`config.mk`:
```
export PLATFORM = sky130hd
export DESIGN_NAME = prf_scan
export DESIGN_NICKNAME = d
export VERILOG_FILES = /design/src/sv/prf_pkg.sv /design/src/sv/prf_scan.sv
export SDC_FILE = /design/constraint.sdc
export NUM_CORES = 1
export LEC_CHECK = 0
export ABC_CLOCK_PERIOD_IN_PS = 6450
export BUFFER_PORTS_ARGS = -buffer_cell sky130_fd_sc_hd__buf_2
export CAP_MARGIN = 25
export CORE_UTILIZATION = 50
export DETAILED_ROUTE_END_ITERATION = 10
export PLACE_DENSITY = 0.75
export SYNTH_ARGS = -nofsm -noshare
export SYNTH_HDL_FRONTEND = slang
export SYNTH_SLANG_ARGS = --single-unit
```
`constraint.sdc`:
```
create_clock -name i_clk -period 6.45 [get_ports i_clk]
set_input_delay 0.645 -clock i_clk [delete_from_list [all_inputs] [get_ports i_clk]]
set_output_delay 0.645 -clock i_clk [all_outputs]
set_load 0.01 [all_outputs]
```
`src/sv/prf_pkg.sv`:
```
package prf_pkg;

    localparam int HISTORY_DEPTH_DEF = 1024;
    localparam int MAX_LENGTH_DEF    = 65535;

    localparam logic [16:0] TRIGGER_RST = 17'd16384;
    localparam logic [16:0] EDGE_RST    = 17'd6554;
    localparam logic [20:0] CLUSTER_RST = 21'd13107;

    // peak start value, -1.0 in Q16.16
    localparam logic signed [32:0] NO_COUNT = -33'sd65536;

    localparam logic [1:0] REG_TRIGGER = 2'd0;
    localparam logic [1:0] REG_EDGE    = 2'd1;
    localparam logic [1:0] REG_CLUSTER = 2'd2;

    localparam logic KIND_REGION  = 1'b0;
    localparam logic KIND_SUMMARY = 1'b1;

    // control from sequencer to the scan unit
    typedef struct packed {
        logic start;
        logic vld;
    } t_scan_ctl;

    function automatic logic [15:0] sat_bump(input logic [15:0] c);
        return (c == 16'hFFFF) ? c : c + 16'd1;
    endfunction

endpackage

```
`src/sv/prf_scan.sv`:
```
module prf_scan
    import prf_pkg::*;
(
    input  logic                     i_clk,
    input  logic                     i_rst_n,
    input  t_scan_ctl                i_ctl,
    input  logic [31:0]              i_end_q,
    input  logic [31:0]              i_beg_q,
    input  logic [31:0]              i_base_e,
    input  logic [31:0]              i_top_b,
    output logic signed [32:0]       o_peak,
    output logic                     o_busy
);
    logic signed [32:0] w_left;
    logic signed [32:0] w_right;
    logic signed [32:0] r_x;
    logic               r_xv;
    logic signed [32:0] r_peak;

    // left and right expected counts, keep the smaller
    assign w_left  = $signed({1'b0, i_end_q}) - $signed({1'b0, i_base_e});
    assign w_right = $signed({1'b0, i_top_b}) - $signed({1'b0, i_beg_q});

    always_ff @(posedge i_clk) begin
        if (!i_rst_n) begin
            r_xv <= 1'b0;
        end else begin
            r_xv <= i_ctl.vld;
        end
        r_x <= (w_left < w_right) ? w_left : w_right;
    end

    // running maximum
    always_ff @(posedge i_clk) begin
        if (i_ctl.start) begin
            r_peak <= NO_COUNT;
        end else if (r_xv && (r_x > r_peak)) begin
            r_peak <= r_x;
        end
    end

    assign o_peak = r_peak;
    assign o_busy = r_xv;
endmodule

```
---- Word-level counts from Yosys, hierarchy flattened ----
Cells that the tools add are included.
Widths: inputs -> output; s select.
storage, ports and cells
  bits in registers ....................... 67
  word-level logic and storage cells ...... 9
operators by class
  magnitude comparators ................... 2
  add/sub/neg operators ................... 2
  mux-type cells .......................... 1
  reduce and logical (&&, ||, !) cells .... 1
operator list
  cell               number
  $sub 32x32->33     2
  $gt 33x33->1       1
  $lt 33x33->1       1
  $mux 33            1
  $logic_and 1x1->1  1

---- Longest topological paths before layout ----
Gate-level depths: netlist of run 1.
  depth after elaboration ................. 3
  depth in mapped cells ................... 23

---- Worst setup path before layout of run 1 ----
No wires, ideal clock.
  path kind ............................... input to register
  start point ............................. in i_end_q[0]
  end point ............................... reg r_x[19]
  setup time .............................. 0.121 ns
  arrival time ............................ 4.615 ns
  data required time ...................... 6.329 ns
  stages .................................. 21
  slack ................................... 1.714 ns
  path buffers ............................ 1
  path through ............................ inv_1 ha_1 inv_1 fa_1 a211oi_1 o21a_1 a21boi_1 a21oi_1 o211ai_2 o31ai_1 xor2_1 inv_1 ha_1 o21ai_0 o21bai_1 a2111oi_0 o21bai_1 mux2i_1 a21oi_1 buf_2 mux2_2
between the ends
  cells in the longest elaborated chain, start to end .. 3
RTL lines
  element               RTL line        source
  from (decl)           prf_scan.sv:7   input logic [31:0] i_end_q,
  $sub 32x32->33 (*)    prf_scan.sv:21  assign w_left = $signed({1'b0, i_end_q}) - $signed({1'b0, i_base_e});
  $lt 33x33->1          prf_scan.sv:30  r_x <= (w_left < w_right) ? w_left : w_right;
  $mux 33 (*)           prf_scan.sv:30
  to (signal assigned)  prf_scan.sv:30
  to (decl)             prf_scan.sv:16  logic signed [32:0] r_x;
Every way passes the cells marked *; elsewhere a longest branch is shown, timed or not.
A chain may end at the register's enable or synchronous reset.

---- Worst setup path after layout of run 1 ----
  start point ............................. in i_end_q[0]
  end point ............................... reg r_x[1]
The elaborated chain is that of the path after synthesis.

==> flow_summary.ini, run 1 <==
[routing]
ant_nets = 0
wl_um = 21900
drtPass1Iterations = 5
num_vias = 8409
initialDrtViolationCount = 674
wl_per_cell_um = 15.2
vias_per_cell = 5.84
drc = 0

[synth]
yosysWarnings = 0
synth_cells = 1087
synth_async_sr_flop_share_pct = 0
synthFlopType = dfxtp_1
postSynthAreaPerCell_um2 = 7.65
ys_ff_latch = 67
syn_nets = 1350
synthDistinctLibCells = 67
synth_largest_area_cell = ha_1
syn_area_um2 = 8310
synthTopCellsByArea = ha_1, dfxtp_1, mux2i_1
synth_top_area_share_pct = 19.4
synth_edf_count = 0
seq_area_frac_synth_pct = 16.1

[clock_tree]
clock_latency_ps = 340
cts-root-buf = clkbuf_16
htreeDepth = 3
max-clock-path-buffers = 2
cts_resized = 0
cts.sinks = 67
cts_tree = done
post_cts_buffers = 0
cts_buffers = 9
postCtsHoldBufs = 0
cts.reportedPaths.clkPinSlew_ps = 60

[sta]
finalSetupTns_ps = 0
holdWs_ps = 519
period_share_pct = 79.1
slew-limit-headroom_pct = 38.5
post-route-min-period_ps = 5100
finalClockSkew_ps = 8.97
hold_viol = 0
max_freq_mhz = 196
drv_slew = 0
grt_setup_unrepaired = no
tightest_slew_ps = 922
setup_viol = 0

[final_layout]
finalNonFillerCells = 1440
areaGrowthSynthToFinish_pct = 15.7
final_cell_mix = buf_2, ha_1, inv_1, a21oi_1, nand2_1
fillers = 1473
seq_area_um2 = 1340
layout.nets = 1482
diodes = 0
layout_commonest_cell = buf_2
multi_input_area_um2 = 6310
drive_above_1_share_pct = 17.4

[worst_setup_path]
crit_path_start_kind = primary input
rrSetupSlack_ps = 3310
crit_required_ps = 6670
cp_max_fo = 22
crit_arrival_ps = 5320
end_kind = flop
crit_path_max_incr_delay_ps = 460
critical-path-slowest-cell = a2111oi_0
worstPathCellList = buf_2 -> inv_1 -> ha_1 -> inv_1 -> fa_1 -> a211oi_1 -> o21a_1 -> a21boi_1 -> a21oi_1 -> o211ai_2 -> o31ai_1 -> xor2_1 -> inv_1 -> ha_1 -> o21ai_0 -> o21bai_1 -> a2111oi_0 -> o21bai_1 -> mux2i_1 -> a21oi_2 -> buf_4 -> mux2_2
crit_buf_inv = 5
cp_top_family = compound AO/OA/AOI/OAI gates
critPathKind = in -> reg
cpMostUsedCell = inv_1

[power]
leakage_nw = 5.14
p_switching_mw = 1.25
finalPower_mw = 2.87
vdd_drop_max_mv = 0.195
powerDensity_nw_per_um2 = 298
switching_share_pct = 43.6
combPwrFrac_pct = 56.4
p_int_mw = 1.62
clkPwrFrac_pct = 18.2
pwr-share-seq_pct = 25.4

[placed_design]
io_buffers = 165
hpwlAfterDp_um = 17600
dp_cells = 1424
gp_congestion = 0.982

[floorplan]
die_y_um = 131
die_width_um = 131
start_util_pct = 51.8
coreArea_um2 = 16100
die-area_um2 = 17100
io_pins = 166
num_rows = 46

[global_routing]
grt_max_degree = 52
grt_overflow = 0
grt_antenna_before_repair = 0
gr-usage-all-layers_pct = 26.2
grt_pass1_wl_um = 36000
grt_pass1_vias = 7656

[hold_path]
hold_class = reg -> reg

[job]
maxCapViolations = 0

[status]
status = completed
logic make-up after synthesis:
kind of cell	Yosys count	synth area share, %
flip-flops	67	16.1
adder cells (fa/ha/maj)	131	19.9
XOR/XNOR	54	5.69
AND/OR/NAND/NOR	291	17.4
AO/OA/AOI/OAI	315	26.5
buffers and inverters	179	8.35
multiplexers	50	6.05
power groups by stage:
stage          Combinational (mW)  Sequential (mW)  Clock, mW
2_1_floorplan                1.12            0.716          0
3_3_place_gp                 1.51            0.728          0
3_5_place_dp                 1.59            0.733          0
4_1_cts                      1.61            0.725      0.531
5_1_grt                      1.82            0.749      0.548
6_report                     1.62            0.729      0.522
per-stage QoR:
| stage | instance area [um^2] | setup slack, ps | util [%] |
|---|---|---|---|
| finish | 9620 | 1350 | 59.9 |
| global route | 9620 | 886 | 59.9 |
| CTS | 9620 | 1440 | 59.9 |
| detailed placement | 9300 | 1140 | 57.9 |
| global placement | 9270 | 1260 | 57.7 |
| floorplan | 8310 | 1710 | - |
worst paths after layout:
check	start	end	cells after the start
worst max-delay path	i_end_q[0]	r_x[1]	22
worst min-delay path	o_peak[14]	o_peak[14]	2
worst max register to register	o_peak[10]	o_peak[16]	11
worst min register to register	o_peak[14]	o_peak[14]	2
registers in the layout (all words and copies together) (netlist names):
name	count
o_peak	33
o_busy	1
r_x	33
worst register-to-register path: cells and delay by family (launching register included):
kind / cells / cell delay, ps
AO/OA/AOI/OAI: 6 / 1540
buffers and inverters: 2 / 510
flip-flops: 1 / 340
adder cells (fa/ha/maj): 1 / 320
multiplexers: 1 / 260
AND/OR/NAND/NOR: 1 / 70
routing by layer:
metal  routed length [um]  part of all wire, %  GRT usage (%)
met1                10700                   49           37.1
met2                 9840                   45           42.1
met3                 1040                  4.8           2.73
met4                  289                  1.3           7.03
met5                    0                    0              0
synth_stat cells, types with 21 or more instances:
library cell and instances:
o21ai_0 47, nand2_1 68, clkbuf_1 39, inv_1 128
ha_1 129, mux2i_1 48, nor2_1 60, a21oi_1 74
xnor2_1 23, nand3_1 35, dfxtp_1 67, xor2_1 31
and3_1 25, a21o_1 49, nor3_1 29, nand4_1 21
layout make-up:
cell class,instances,share of cell area (%)
Multi-Input combinational cell,841,65.6
Sequential cell,67,13.9
Timing Repair Buffer,172,9.34
Inverter,128,5.00
Tap cell,216,2.81
Clock buffer,10,2.38
Clock inverter,6,0.937
No activity file was read; power rests on OpenSTA's default activity.
==> inputs of run 2 (changes only) <==
Settings changed: ABC_CLOCK_PERIOD_IN_PS 6450 to 4100, PLACE_DENSITY 0.75 to 0.77.
Clock period 6.45 ns to 4.1 ns, I/O delays scaled along.
==> run 2 against run 1 <==
The flow now finishes with violations (setup timing). Worst setup slack worse by 1600 ps. Sequential share of layout area shrank 3.0 points. Largest cell class unchanged. Critical path depth grew 1. Die area did not move. Largest power group unchanged. Global-route usage grew 3.6 points. Flip-flop and latch count stayed put. Highest routed layer unchanged.
==> flow_summary.ini, run 2 (same netlist as run 1, synthesis figures left out) <==
[power]
vdd_drop_max_mv = 0.281
leakage_nw = 6.47
powerDensity_nw_per_um2 = 449
finalPower_mw = 5.51

[worst_setup_path]
crit_path_start_kind = primary input
worstPathCellList = buf_2 -> inv_1 -> ha_4 -> buf_4 -> nand2_4 -> a211oi_4 -> o21bai_4 -> buf_4 -> o21bai_1 -> buf_4 -> a211oi_2 -> nor3_1 -> nand2b_1 -> ha_1 -> o21a_1 -> o21ai_1 -> o21bai_2 -> mux2i_2 -> buf_4 -> a21oi_4 -> clkbuf_16 -> buf_12 -> mux2i_1
critPathKind = in -> reg
cp_max_fo = 8
crit_arrival_ps = 4600
end_kind = flop
crit_path_max_incr_delay_ps = 420
crit_required_ps = 4360
rrSetupSlack_ps = 1160
critical-path-slowest-cell = nor3_1
cpMostUsedCell = buf_4

[clock_tree]
cts_tree = done
cts-root-buf = clkbuf_16
cts_buffers = 9
max-clock-path-buffers = 2
cts.reportedPaths.clkPinSlew_ps = 60
clock_latency_ps = 340
htreeDepth = 3
postCtsHoldBufs = 0
cts.sinks = 67

[routing]
num_vias = 9727
drc = 0
drtPass1Iterations = 5
wl_um = 27900
vias_per_cell = 5.80
initialDrtViolationCount = 792
ant_nets = 0
wl_per_cell_um = 16.6

[floorplan]
die-area_um2 = 17100
die_width_um = 131
io_pins = 166
die_y_um = 131
num_rows = 46
start_util_pct = 51.8
coreArea_um2 = 16100

[sta]
grt_setup_unrepaired = yes
setup_ws_ps = -233
tightest_slew_ps = 912
max_freq_mhz = 231
holdWs_ps = 276
slew-limit-headroom_pct = 39.2
post-route-min-period_ps = 4330
finalClockSkew_ps = 5.96
drv_slew = 0
period_share_pct = 106
setup_viol = 32
hold_viol = 0

[job]
maxCapViolations = 0

[global_routing]
grt_max_degree = 52
grt_antenna_before_repair = 0
grt_pass1_vias = 8960
gr-usage-all-layers_pct = 29.9
grt_pass1_wl_um = 41000
grt_overflow = 0

[placed_design]
gp_congestion = 0.896
io_buffers = 165
hpwlAfterDp_um = 20000
dp_slack_ps = -738

[status]
status = complete, but fails checks
violations = setup timing

[final_layout]
final_cell_mix = buf_4, buf_2, inv_1, ha_1, dfxtp_1
layout_commonest_cell = buf_4
layout.nets = 1720
drive_above_1_share_pct = 37.4
areaGrowthSynthToFinish_pct = 47.7
diodes = 0

[hold_path]
hold_class = in -> reg
-- run 2: changes by cell type in the layout (fill, tap and decap cells not counted), moves of 6 or more --
cell,delta
inv_1,-6
a21oi_1,-12
o21ai_1,+8
buf_6,+7
buf_4,+223
ha_1,-17
a211oi_1,-8
ha_4,+15
a21oi_2,+9
a211oi_2,+7
o21ai_0,-14
-- run 2: path summary, 6_finish.rpt --
path / cells after the start / start / endpoint
hold reg to reg: 2 / o_peak[3] / o_peak[3]
hold / removal: 2 / i_ctl[0] / o_busy
setup reg to reg: 9 / o_peak[15] / o_peak[15]
setup / recovery: 23 / i_beg_q[4] / r_x[9]
-- run 2: where the power goes --
group	switching [mW]	internal, mW	total [mW]
sequential	0.215	0.937	1.15
combinational	1.88	1.74	3.62
clock	0.297	0.442	0.739
-- run 2: worst max-delay path: cells and delay by family --
kind / cells / cell delay, ps
buf+inv: 8 / 1150
compound gates: 8 / 1390
simple gates: 3 / 690
fa+ha+maj: 2 / 550
mux: 2 / 410
-- run 2: routing by layer --
layer | vias up | part of all wire, % | global-route usage [%] | wire (um)
met4 | 0 | 2.7 | 9.40 | 760
met1 | 4586 | 43 | 38.2 | 11900
met2 | 371 | 49 | 52.1 | 13600
met5 | - | 0 | 0 | 0
li1 | 4701 | - | - | -
met3 | 69 | 5.7 | 3.62 | 1580
-- run 2: repair_timing --
item,in CTS,in global routing
gates cloned,0,5
setup buffers,29,13
pin swaps,37,65
resized for setup,42,95
endpoints found under the setup margin,32,33
-- run 2: cell type report --
class                      count  area, um^2
inverter                     128         495
timing repair buffer         410        2840
sequential                    67        1340
clock inverter                 5        37.5
clock buffer                  11         253
multi-input combinational    841        7040
tap                          216         270
fill                        1075        3780
-- run 2: per-stage QoR --
step / cells / setup TNS, ps / instance area [um^2] / util [%]
detailed placement: 1615 / -21180 / 10800 / 67.4
global placement: 1615 / -14070 / 10800 / 67.4
finish: 1678 / -4500 / 12300 / 76.5
floorplan: 1087 / -13.8 / 8400 / -
global route: 1678 / -9060 / 12300 / 76.5
CTS: 1660 / 0 / 11600 / 72.1
